<file path="config.mk">
export PLATFORM = sky130hd
export DESIGN_NAME = slip_style_frame_receiver
export DESIGN_NICKNAME = d
export VERILOG_FILES = /design/src/hw/rtl/srx_pkg.sv /design/src/hw/rtl/srx_decode.sv /design/src/hw/rtl/srx_out_reg.sv /design/src/hw/rtl/slip_style_frame_receiver.sv
export SDC_FILE = /design/constraint.sdc
export NUM_CORES = 1
export LEC_CHECK = 0
export ABC_AREA = 1
export BUFFER_PORTS_ARGS = -buffer_cell sky130_fd_sc_hd__buf_2
export CORE_ASPECT_RATIO = 0.7
export CORE_MARGIN = 2
export CORE_UTILIZATION = 40
export CTS_CLUSTER_DIAMETER = 30
export DETAILED_ROUTE_END_ITERATION = 16
export PLACE_DENSITY_LB_ADDON = 0.1
export SYNTH_ARGS = -nofsm -noshare
export SYNTH_HDL_FRONTEND = slang
export SYNTH_SLANG_ARGS = --single-unit
</file>
<file path="constraint.sdc">
create_clock -name clk -period 7.72 [get_ports clk]
set_clock_uncertainty 0.1 [all_clocks]
set_input_delay 1.544 -clock clk [delete_from_list [all_inputs] [get_ports clk]]
set_output_delay 1.544 -clock clk [all_outputs]
set_load 0.03 [all_outputs]
</file>
<file path="src/hw/rtl/srx_pkg.sv">
// Shared types, codes and constants for the SLIP-style frame receiver.
// Used by srx_decode, srx_out_reg and slip_style_frame_receiver; no dependencies.
`timescale 1ns / 1ps
`default_nettype none

package srx_pkg;

	localparam int MAX_FRAME_BYTES = 1024;

	localparam int BYTE_W = 8;
	localparam int CFG_W  = 11;
	localparam int IDX_W  = 10;
	localparam int CNT_W  = $clog2(MAX_FRAME_BYTES + 1);
	localparam int LIM_W  = (CFG_W > CNT_W) ? CFG_W : CNT_W;
	localparam int MODE_W = 2;

	localparam logic [CFG_W-1:0] CFG_RESET = CFG_W'(1024);

	localparam logic [BYTE_W-1:0] SYM_START = 8'hC0;
	localparam logic [BYTE_W-1:0] SYM_END   = 8'hC1;
	localparam logic [BYTE_W-1:0] SYM_ESC   = 8'hC2;
	localparam logic [BYTE_W-1:0] ESC_START = 8'hCA;
	localparam logic [BYTE_W-1:0] ESC_END   = 8'hCB;
	localparam logic [BYTE_W-1:0] ESC_ESC   = 8'hCC;

	localparam logic [MODE_W-1:0] MODE_HUNT  = 2'd0;
	localparam logic [MODE_W-1:0] MODE_FRAME = 2'd1;
	localparam logic [MODE_W-1:0] MODE_ESC   = 2'd2;

	localparam logic KIND_BYTE = 1'b0;
	localparam logic KIND_DONE = 1'b1;

	typedef struct packed {
		logic              kind;
		logic [IDX_W-1:0]  index;
		logic [BYTE_W-1:0] value;
		logic [IDX_W-1:0]  length;
	} result_t;

	typedef struct packed {
		logic [MODE_W-1:0] mode;
		logic [CNT_W-1:0]  count;
		logic              has_result;
		result_t           result;
	} decode_t;

endpackage

`default_nettype wire

</file>
<file path="src/hw/rtl/srx_decode.sv">
// Next-state and result logic for one received byte.
// Depends on srx_pkg for codes, widths and the decode_t/result_t structs.
`timescale 1ns / 1ps
`default_nettype none

module srx_decode (
	input  wire logic [srx_pkg::MODE_W-1:0] mode,
	input  wire logic [srx_pkg::CNT_W-1:0]  count,
	input  wire logic [srx_pkg::BYTE_W-1:0] rx_byte,
	input  wire logic [srx_pkg::CFG_W-1:0]  max_frame_size,
	output srx_pkg::decode_t                dec
);

	logic [srx_pkg::LIM_W-1:0]  lim;
	logic [srx_pkg::LIM_W-1:0]  cfg_ext;
	logic [srx_pkg::CNT_W-1:0]  count_inc;
	logic                       at_limit;
	logic                       is_emit;
	logic [srx_pkg::BYTE_W-1:0] emit_value;

	// saturate the limit at the largest supported frame
	assign cfg_ext = srx_pkg::LIM_W'(max_frame_size);
	assign lim = (cfg_ext > srx_pkg::LIM_W'(srx_pkg::MAX_FRAME_BYTES))
		? srx_pkg::LIM_W'(srx_pkg::MAX_FRAME_BYTES) : cfg_ext;

	assign count_inc = count + srx_pkg::CNT_W'(1);
	assign at_limit  = ({1'b0, srx_pkg::LIM_W'(count_inc)} >= {1'b0, lim});

	always_comb begin
		is_emit    = 1'b0;
		emit_value = rx_byte;
		dec        = '0;
		dec.mode   = mode;
		dec.count  = count;
		unique case (mode)
			srx_pkg::MODE_FRAME: begin
				if (rx_byte == srx_pkg::SYM_START) begin
					dec.count = '0;
				end else if (rx_byte == srx_pkg::SYM_END) begin
					dec.mode          = srx_pkg::MODE_HUNT;
					dec.has_result    = 1'b1;
					dec.result.kind   = srx_pkg::KIND_DONE;
					dec.result.length = count[srx_pkg::IDX_W-1:0];
				end else if (rx_byte == srx_pkg::SYM_ESC) begin
					dec.mode = srx_pkg::MODE_ESC;
				end else begin
					is_emit = 1'b1;
				end
			end
			srx_pkg::MODE_ESC: begin
				if (rx_byte == srx_pkg::ESC_START) begin
					is_emit    = 1'b1;
					emit_value = srx_pkg::SYM_START;
				end else if (rx_byte == srx_pkg::ESC_END) begin
					is_emit    = 1'b1;
					emit_value = srx_pkg::SYM_END;
				end else if (rx_byte == srx_pkg::ESC_ESC) begin
					is_emit    = 1'b1;
					emit_value = srx_pkg::SYM_ESC;
				end else begin
					dec.mode = srx_pkg::MODE_HUNT;
				end
			end
			default: begin
				// hunting, and the unused mode code
				if (rx_byte == srx_pkg::SYM_START) begin
					dec.count = '0;
					dec.mode  = srx_pkg::MODE_FRAME;
				end
			end
		endcase

		if (is_emit) begin
			dec.has_result   = 1'b1;
			dec.result.kind  = srx_pkg::KIND_BYTE;
			dec.result.index = count[srx_pkg::IDX_W-1:0];
			dec.result.value = emit_value;
			dec.count        = count_inc;
			dec.mode         = at_limit ? srx_pkg::MODE_HUNT : srx_pkg::MODE_FRAME;
		end
	end

endmodule

`default_nettype wire

</file>
<file path="src/hw/rtl/srx_out_reg.sv">
// Output result register for the frame receiver's result channel.
// Depends on srx_pkg for result_t.
`timescale 1ns / 1ps
`default_nettype none

module srx_out_reg (
	input  wire logic       clk,
	input  wire logic       arst_n,
	input  wire logic       load,
	input  wire srx_pkg::result_t load_data,
	output logic            ready,
	output logic            valid,
	input  wire logic       stall,
	output srx_pkg::result_t data
);

	logic            valid_q;
	srx_pkg::result_t data_q;

	// free when empty or when the held transaction leaves this cycle
	assign ready = !valid_q || !stall;
	assign valid = valid_q;
	assign data  = data_q;

	always_ff @(posedge clk or negedge arst_n) begin
		if (!arst_n) begin
			valid_q <= 1'b0;
		end else if (ready) begin
			valid_q <= load;
		end
	end

	always_ff @(posedge clk) begin
		if (ready && load) begin
			data_q <= load_data;
		end
	end

endmodule

`default_nettype wire

</file>
<file path="src/hw/rtl/slip_style_frame_receiver.sv">
// Top level of the SLIP-style frame receiver: input register, mode/count state,
// config register. Depends on srx_pkg, srx_decode and srx_out_reg.
//
//   channel  direction  handshake               payload
//   input    in         in_valid / in_stall     rx_byte
//   result   out        out_valid / out_stall   event_kind, byte_index, byte_value, frame_length
//   config   in         cfg_wr_en               cfg_wr_data (max_frame_size)
//
// One byte per cycle while in_stall is low: a byte is registered, decoded
// against the mode/count state in the next cycle and its result lands in the
// output register.
// Reset clears the mode to hunting, the count to zero and the limit to 1024.
// A held result stalls the input only when the next byte also makes a result.
`timescale 1ns / 1ps
`default_nettype none

module slip_style_frame_receiver (
	input  wire logic                       clk,
	input  wire logic                       arst_n,
	input  wire logic                       in_valid,
	output logic                            in_stall,
	input  wire logic [srx_pkg::BYTE_W-1:0] rx_byte,
	output logic                            out_valid,
	input  wire logic                       out_stall,
	output logic                            event_kind,
	output logic [srx_pkg::IDX_W-1:0]       byte_index,
	output logic [srx_pkg::BYTE_W-1:0]      byte_value,
	output logic [srx_pkg::IDX_W-1:0]       frame_length,
	input  wire logic                       cfg_wr_en,
	input  wire logic [srx_pkg::CFG_W-1:0]  cfg_wr_data
);

	logic                       valid_s1;
	logic [srx_pkg::BYTE_W-1:0] byte_s1;
	logic [srx_pkg::MODE_W-1:0] mode_q;
	logic [srx_pkg::CNT_W-1:0]  count_q;
	logic [srx_pkg::CFG_W-1:0]  max_frame_size_q;

	srx_pkg::decode_t dec;
	srx_pkg::result_t out_data;
	logic             out_ready;
	logic             advance_s1;
	logic             in_take;

	srx_decode u_decode (
		.mode           (mode_q),
		.count          (count_q),
		.rx_byte        (byte_s1),
		.max_frame_size (max_frame_size_q),
		.dec            (dec)
	);

	// a byte without a result never waits on the output
	assign advance_s1 = valid_s1 && (!dec.has_result || out_ready);
	assign in_stall   = valid_s1 && !advance_s1;
	assign in_take    = in_valid && !in_stall;

	always_ff @(posedge clk or negedge arst_n) begin
		if (!arst_n) begin
			valid_s1 <= 1'b0;
		end else if (!in_stall) begin
			valid_s1 <= in_valid;
		end
	end

	always_ff @(posedge clk) begin
		if (in_take) begin
			byte_s1 <= rx_byte;
		end
	end

	always_ff @(posedge clk or negedge arst_n) begin
		if (!arst_n) begin
			mode_q  <= srx_pkg::MODE_HUNT;
			count_q <= '0;
		end else if (advance_s1) begin
			mode_q  <= dec.mode;
			count_q <= dec.count;
		end
	end

	always_ff @(posedge clk or negedge arst_n) begin
		if (!arst_n) begin
			max_frame_size_q <= srx_pkg::CFG_RESET;
		end else if (cfg_wr_en) begin
			max_frame_size_q <= cfg_wr_data;
		end
	end

	srx_out_reg u_out_reg (
		.clk       (clk),
		.arst_n    (arst_n),
		.load      (valid_s1 && dec.has_result),
		.load_data (dec.result),
		.ready     (out_ready),
		.valid     (out_valid),
		.stall     (out_stall),
		.data      (out_data)
	);

	assign event_kind   = out_data.kind;
	assign byte_index   = out_data.index;
	assign byte_value   = out_data.value;
	assign frame_length = out_data.length;

endmodule

`default_nettype wire
</file>
==> report_table.html <==
<table>
<tr><th>Metric</th><th>Value</th></tr>
<tr><th colspan="2">Run status</th></tr>
<tr><td>Outcome</td><td>complete, no violations</td></tr>
<tr><th colspan="2">Setup path</th></tr>
<tr><td>Critical Path AT</td><td>2.35 ns</td></tr>
<tr><td>Kind of start point of the critical path</td><td>register</td></tr>
<tr><td>Crit-path max FO</td><td>20</td></tr>
<tr><td>Slowest cell on the critical path</td><td>sky130_fd_sc_hd__dfrtp_1</td></tr>
<tr><td>Levels on crit path</td><td>13</td></tr>
<tr><td>Setup slack on the worst flop-to-flop path</td><td>4.93 ns</td></tr>
<tr><td>Worst setup path start</td><td>mode_q[0]$_DFFE_PN0P_</td></tr>
<tr><td>Type of destination of the critical path</td><td>output pin</td></tr>
<tr><td>Cell-by-cell trace of the critical path</td><td>inv_1 -&gt; ha_1 -&gt; nand2_1 -&gt; inv_1 -&gt; nand2_1 -&gt; nor2_2 -&gt; nor2_2 -&gt; nand2_2 -&gt; nand2_2 -&gt; nand2_1 -&gt; nand3_1 -&gt; inv_1 -&gt; buf_2</td></tr>
<tr><td>Max incr delay on CP</td><td>0.40 ns</td></tr>
<tr><td>Reg-to-reg critical path startpoint</td><td>count_q[0]$_DFFE_PN0P_</td></tr>
<tr><td>Class of the most critical setup path</td><td>register to output pin</td></tr>
<tr><td>Delay-heaviest family, CP</td><td>simple AND/OR/NAND/NOR gates</td></tr>
<tr><td>CP bufs+invs</td><td>4</td></tr>
<tr><td>Data required, critical path</td><td>6.08 ns</td></tr>
<tr><td>Count of cells along the worst register-to-register path</td><td>13</td></tr>
<tr><th colspan="2">Global route</th></tr>
<tr><td>Leftover overflow at the end of global routing</td><td>0</td></tr>
<tr><td>Initial antenna violation count</td><td>0</td></tr>
<tr><td>First-pass GRT wire length</td><td>9694 um</td></tr>
<tr><td>Global-route usage over all layers</td><td>0.1500</td></tr>
<tr><td>Vias in the first global route</td><td>2149</td></tr>
<tr><td>Pin count of the biggest net entering global routing</td><td>30</td></tr>
<tr><th colspan="2">Detailed routing</th></tr>
<tr><td>Violation count after the first detailed-route iteration</td><td>86</td></tr>
<tr><td>DRC errors left</td><td>0</td></tr>
<tr><td>Final WL</td><td>5499 um</td></tr>
<tr><td>Detailed-route vias per instance</td><td>4.540</td></tr>
<tr><td>Via count</td><td>2170</td></tr>
<tr><td>Remaining antenna violation count after routing</td><td>0</td></tr>
<tr><td>Number of iterations in the first detailed-routing pass</td><td>4</td></tr>
<tr><td>Average wire length per cell after detail routing</td><td>11.50 um</td></tr>
<tr><th colspan="2">Floorplan</th></tr>
<tr><td>I/O pin count</td><td>55</td></tr>
<tr><td>Starting density of the core</td><td>0.4170</td></tr>
<tr><td>Die boundary height</td><td>77.24 um</td></tr>
<tr><td>Standard-cell rows</td><td>26</td></tr>
<tr><td>Floorplan die area</td><td>8391 um^2</td></tr>
<tr><td>Die Width</td><td>108.6 um</td></tr>
<tr><td>Area inside the core boundary</td><td>7352 um^2</td></tr>
<tr><th colspan="2">Timing</th></tr>
<tr><td>Worst slew margin</td><td>0.5825</td></tr>
<tr><td>Setup repair after global routing missed its margin</td><td>no</td></tr>
<tr><td>Setup violations, final</td><td>0</td></tr>
<tr><td>Highest Clock Rate</td><td>250.2 MHz</td></tr>
<tr><td>Final critical-path required period</td><td>3.997 ns</td></tr>
<tr><td>Worst-Margin Slew</td><td>0.6262 ns</td></tr>
<tr><td>Count of pins over their slew limit</td><td>0</td></tr>
<tr><td>Post-route clock period utilization</td><td>0.5178</td></tr>
<tr><td>Final setup TNS</td><td>0 ns</td></tr>
<tr><td>Hold Fails Final Rpt</td><td>0</td></tr>
<tr><td>Fin Hold WS</td><td>0.3931 ns</td></tr>
<tr><th colspan="2">CTS</th></tr>
<tr><td>Number of buffers inserted during clock tree synthesis</td><td>9</td></tr>
<tr><td>CTS root buffer</td><td>sky130_fd_sc_hd__clkbuf_8</td></tr>
<tr><td>Number of setup buffers added after CTS</td><td>0</td></tr>
<tr><td>Skew-Pair Late Insertion Delay</td><td>0.34 ns</td></tr>
<tr><td>Clock tree from TritonCTS</td><td>done</td></tr>
<tr><td>Maximum clock insertion buffer count</td><td>2</td></tr>
<tr><td>Number of hold buffers added after CTS</td><td>0</td></tr>
<tr><td>Clock sink count</td><td>63</td></tr>
<tr><td>Resized Gates After CTS</td><td>0</td></tr>
<tr><td>Reg clk slew, reported paths</td><td>0.07 ns</td></tr>
<tr><td>Number of H-tree levels</td><td>3</td></tr>
<tr><th colspan="2">Cells and area</th></tr>
<tr><td>Final Net Count</td><td>413</td></tr>
<tr><td>Syn-to-layout area delta</td><td>18.29%</td></tr>
<tr><td>Fraction of the core area covered by cells at the end of the flow</td><td>0.4932</td></tr>
<tr><td>Fraction of final layout cells sized beyond drive strength 1</td><td>0.2526</td></tr>
<tr><td>Count of inserted antenna diode cells</td><td>0</td></tr>
<tr><th colspan="2">Synthesis</th></tr>
<tr><td>Number of enable flip-flop cells after synthesis</td><td>37</td></tr>
<tr><td>Share of Yosys cell area claimed by the top area cell type</td><td>0.3624</td></tr>
<tr><td>Mapped Nets</td><td>353</td></tr>
<tr><td>Primary flip-flop cell chosen by synthesis mapping</td><td>sky130_fd_sc_hd__edfxtp_1</td></tr>
<tr><td>FF+latch count, synth</td><td>63</td></tr>
<tr><td>Sequential share of the synthesized area</td><td>0.5751</td></tr>
<tr><td>Number of cells produced by synthesis</td><td>315</td></tr>
<tr><td>Post-synthesis cell type with the largest combined area</td><td>sky130_fd_sc_hd__edfxtp_1</td></tr>
<tr><td>Mean instance size in the synthesized netlist</td><td>9.732 um^2</td></tr>
<tr><td>Yosys warns</td><td>0</td></tr>
<tr><td>Share of synthesized registers carrying an async set or reset</td><td>0.4127</td></tr>
<tr><td>Cell Area, Synth</td><td>3065 um^2</td></tr>
<tr><td>Distinct cell type count of the synthesized netlist</td><td>30</td></tr>
<tr><td>Leading cell types by total area after synthesis</td><td>sky130_fd_sc_hd__edfxtp_1 (36%), sky130_fd_sc_hd__dfrtp_1 (20%), sky130_fd_sc_hd__nand2_1 (10%), sky130_fd_sc_hd__ha_1 (5.7%), sky130_fd_sc_hd__inv_1 (5.1%)</td></tr>
<tr><th colspan="2">Worst hold path</th></tr>
<tr><td>Worst Min Path Start</td><td>count_q[10]$_DFFE_PN0P_</td></tr>
<tr><td>Type of the most critical hold path</td><td>register to register</td></tr>
<tr><td>Cell depth of the worst min-delay path</td><td>2</td></tr>
<tr><th colspan="2">Pwr</th></tr>
<tr><td>Combinational cell fraction of total power</td><td>0.304</td></tr>
<tr><td>Seq pwr share</td><td>0.426</td></tr>
<tr><td>Net Switching</td><td>0.0003906 W</td></tr>
<tr><td>Switching power share of the total</td><td>0.3683</td></tr>
<tr><td>Leakage power total</td><td>1.751 nW</td></tr>
<tr><td>Worst IR Drop VDD</td><td>0.1280 mV</td></tr>
<tr><td>Clock group share of total power</td><td>0.269</td></tr>
<tr><td>P_int</td><td>0.0006699 W</td></tr>
<tr><td>P per Cell Area</td><td>292.5 nW/um^2</td></tr>
<tr><th colspan="2">Flow run</th></tr>
<tr><td>Max-cap violations</td><td>0</td></tr>
<tr><th colspan="2">Place</th></tr>
<tr><td>Number of port buffers</td><td>54</td></tr>
<tr><td>Routability Congestion</td><td>0.7599</td></tr>
<tr><td>Post-DP HPWL</td><td>4179 um</td></tr>
</table>
state kept, by name, summed over array words and instances (netlist names):
register,cells
byte_s1,8
count_q,11
max_frame_size_q,11
mode_q,2
u_out_reg.data,29
u_out_reg.valid,1
valid_s1,1
power groups by stage:
stage,clock (W),sequential (W),combinational (W)
6_report,0.000285,0.000452,0.000323
3_5_place_dp,0,0.000461,0.000327
3_3_place_gp,0,0.000461,0.000327
4_1_cts,0.000293,0.000453,0.000328
5_1_grt,0.000307,0.000460,0.000372
2_1_floorplan,0,0.000521,0.000192
per-stage QoR:
| stage | area (um^2) | std cells | setup slack (ns) | total power (W) |
|---|---|---|---|---|
| final | 3626 | 478 | 3.723 | 0.001061 |
| after CTS | 3626 | 478 | 3.693 | 0.001075 |
| after detailed placement | 3428 | 462 | 3.872 | 0.0007875 |
| after global routing | 3626 | 478 | 3.451 | 0.001139 |
| after global placement | 3428 | 462 | 3.892 | 0.0007877 |
| after floorplan | 3065 | 315 | 4.042 | 0.0007127 |
per-layer routing:
layer | share of wire | up-vias | wire length (um) | global-route usage
li1 | - | 1134 | - | -
met1 | 0.49 | 982 | 2693 | 0.2072
met2 | 0.45 | 44 | 2458 | 0.2206
met3 | 0.050 | 10 | 275 | 0.04932
met4 | 0.013 | 0 | 72 | 0.05256
met5 | 0 | - | 0 | 0
tightest hold or removal path: cells and delay by family, from the launching register on:
family | cells | cell delay (ns)
and+or+nand+nor | 2 | 0.11
DFF | 1 | 0.36
cells in the mapped netlist, types with 2 or more instances:
cell                       number
sky130_fd_sc_hd__mux2_2         8
sky130_fd_sc_hd__nor2_1        40
sky130_fd_sc_hd__edfxtp_1      37
sky130_fd_sc_hd__a21oi_1        4
sky130_fd_sc_hd__nand3_1       11
sky130_fd_sc_hd__buf_6          2
sky130_fd_sc_hd__xor2_1         6
sky130_fd_sc_hd__o21ai_0        8
sky130_fd_sc_hd__ha_1          14
sky130_fd_sc_hd__nand2_2        4
sky130_fd_sc_hd__nor3_1         2
sky130_fd_sc_hd__nand2_1       82
sky130_fd_sc_hd__nand3_2        2
sky130_fd_sc_hd__nor2_2         6
sky130_fd_sc_hd__nor4_1         3
sky130_fd_sc_hd__inv_1         42
sky130_fd_sc_hd__buf_2          2
sky130_fd_sc_hd__nand4_1        5
sky130_fd_sc_hd__dfrtp_1       25
sky130_fd_sc_hd__clkbuf_1       2
kinds of logic after synthesis:
family	after synthesis	share of synthesized area
and+or+nand+nor	158	0.2216
muxes	8	0.02939
xor gates and xnor gates	7	0.02245
buffers and inverters	50	0.06694
adders and majority gates	14	0.05714
DFF	63	0.5751
AOI/OAI and AO/OA	15	0.02735
area by class of cell:
| type | count | area (um^2) |
|---|---|---|
| fillers | 761 | 3726 |
| flip-flops and latches | 63 | 1763 |
| multi-input cells | 202 | 1100 |
| repair buffers | 55 | 277.8 |
| inverters | 44 | 165.2 |
| clock buffers | 10 | 127.6 |
| well taps | 98 | 122.6 |
| clock inverters | 6 | 70.07 |
path summary, 6_finish.rpt:
check / endpoint
max: in_stall
max reg2reg: mode_q[0]$_DFFE_PN0P_
min: count_q[10]$_DFFE_PN0P_
max in group asynchronous: count_q[7]$_DFFE_PN0P_
min in group asynchronous: count_q[4]$_DFFE_PN0P_
min reg2reg: count_q[10]$_DFFE_PN0P_
placed cells by master (no fill, tap or decap), types with 2 or more instances in the layout:
cell type	count
sky130_fd_sc_hd__a21oi_1	4
sky130_fd_sc_hd__buf_2	54
sky130_fd_sc_hd__clkbuf_8	9
sky130_fd_sc_hd__clkinvlp_4	3
sky130_fd_sc_hd__dfrtp_1	25
sky130_fd_sc_hd__edfxtp_1	37
sky130_fd_sc_hd__ha_1	14
sky130_fd_sc_hd__inv_1	42
sky130_fd_sc_hd__mux2_2	8
sky130_fd_sc_hd__nand2_1	82
sky130_fd_sc_hd__nand2_2	4
sky130_fd_sc_hd__nand3_1	11
sky130_fd_sc_hd__nand3_2	2
sky130_fd_sc_hd__nand4_1	5
sky130_fd_sc_hd__nor2_1	39
sky130_fd_sc_hd__nor2_2	7
sky130_fd_sc_hd__nor3_1	2
sky130_fd_sc_hd__nor4_1	3
sky130_fd_sc_hd__o21ai_0	8
sky130_fd_sc_hd__xor2_1	6
Note: power is estimated with default switching activity, not from simulation.
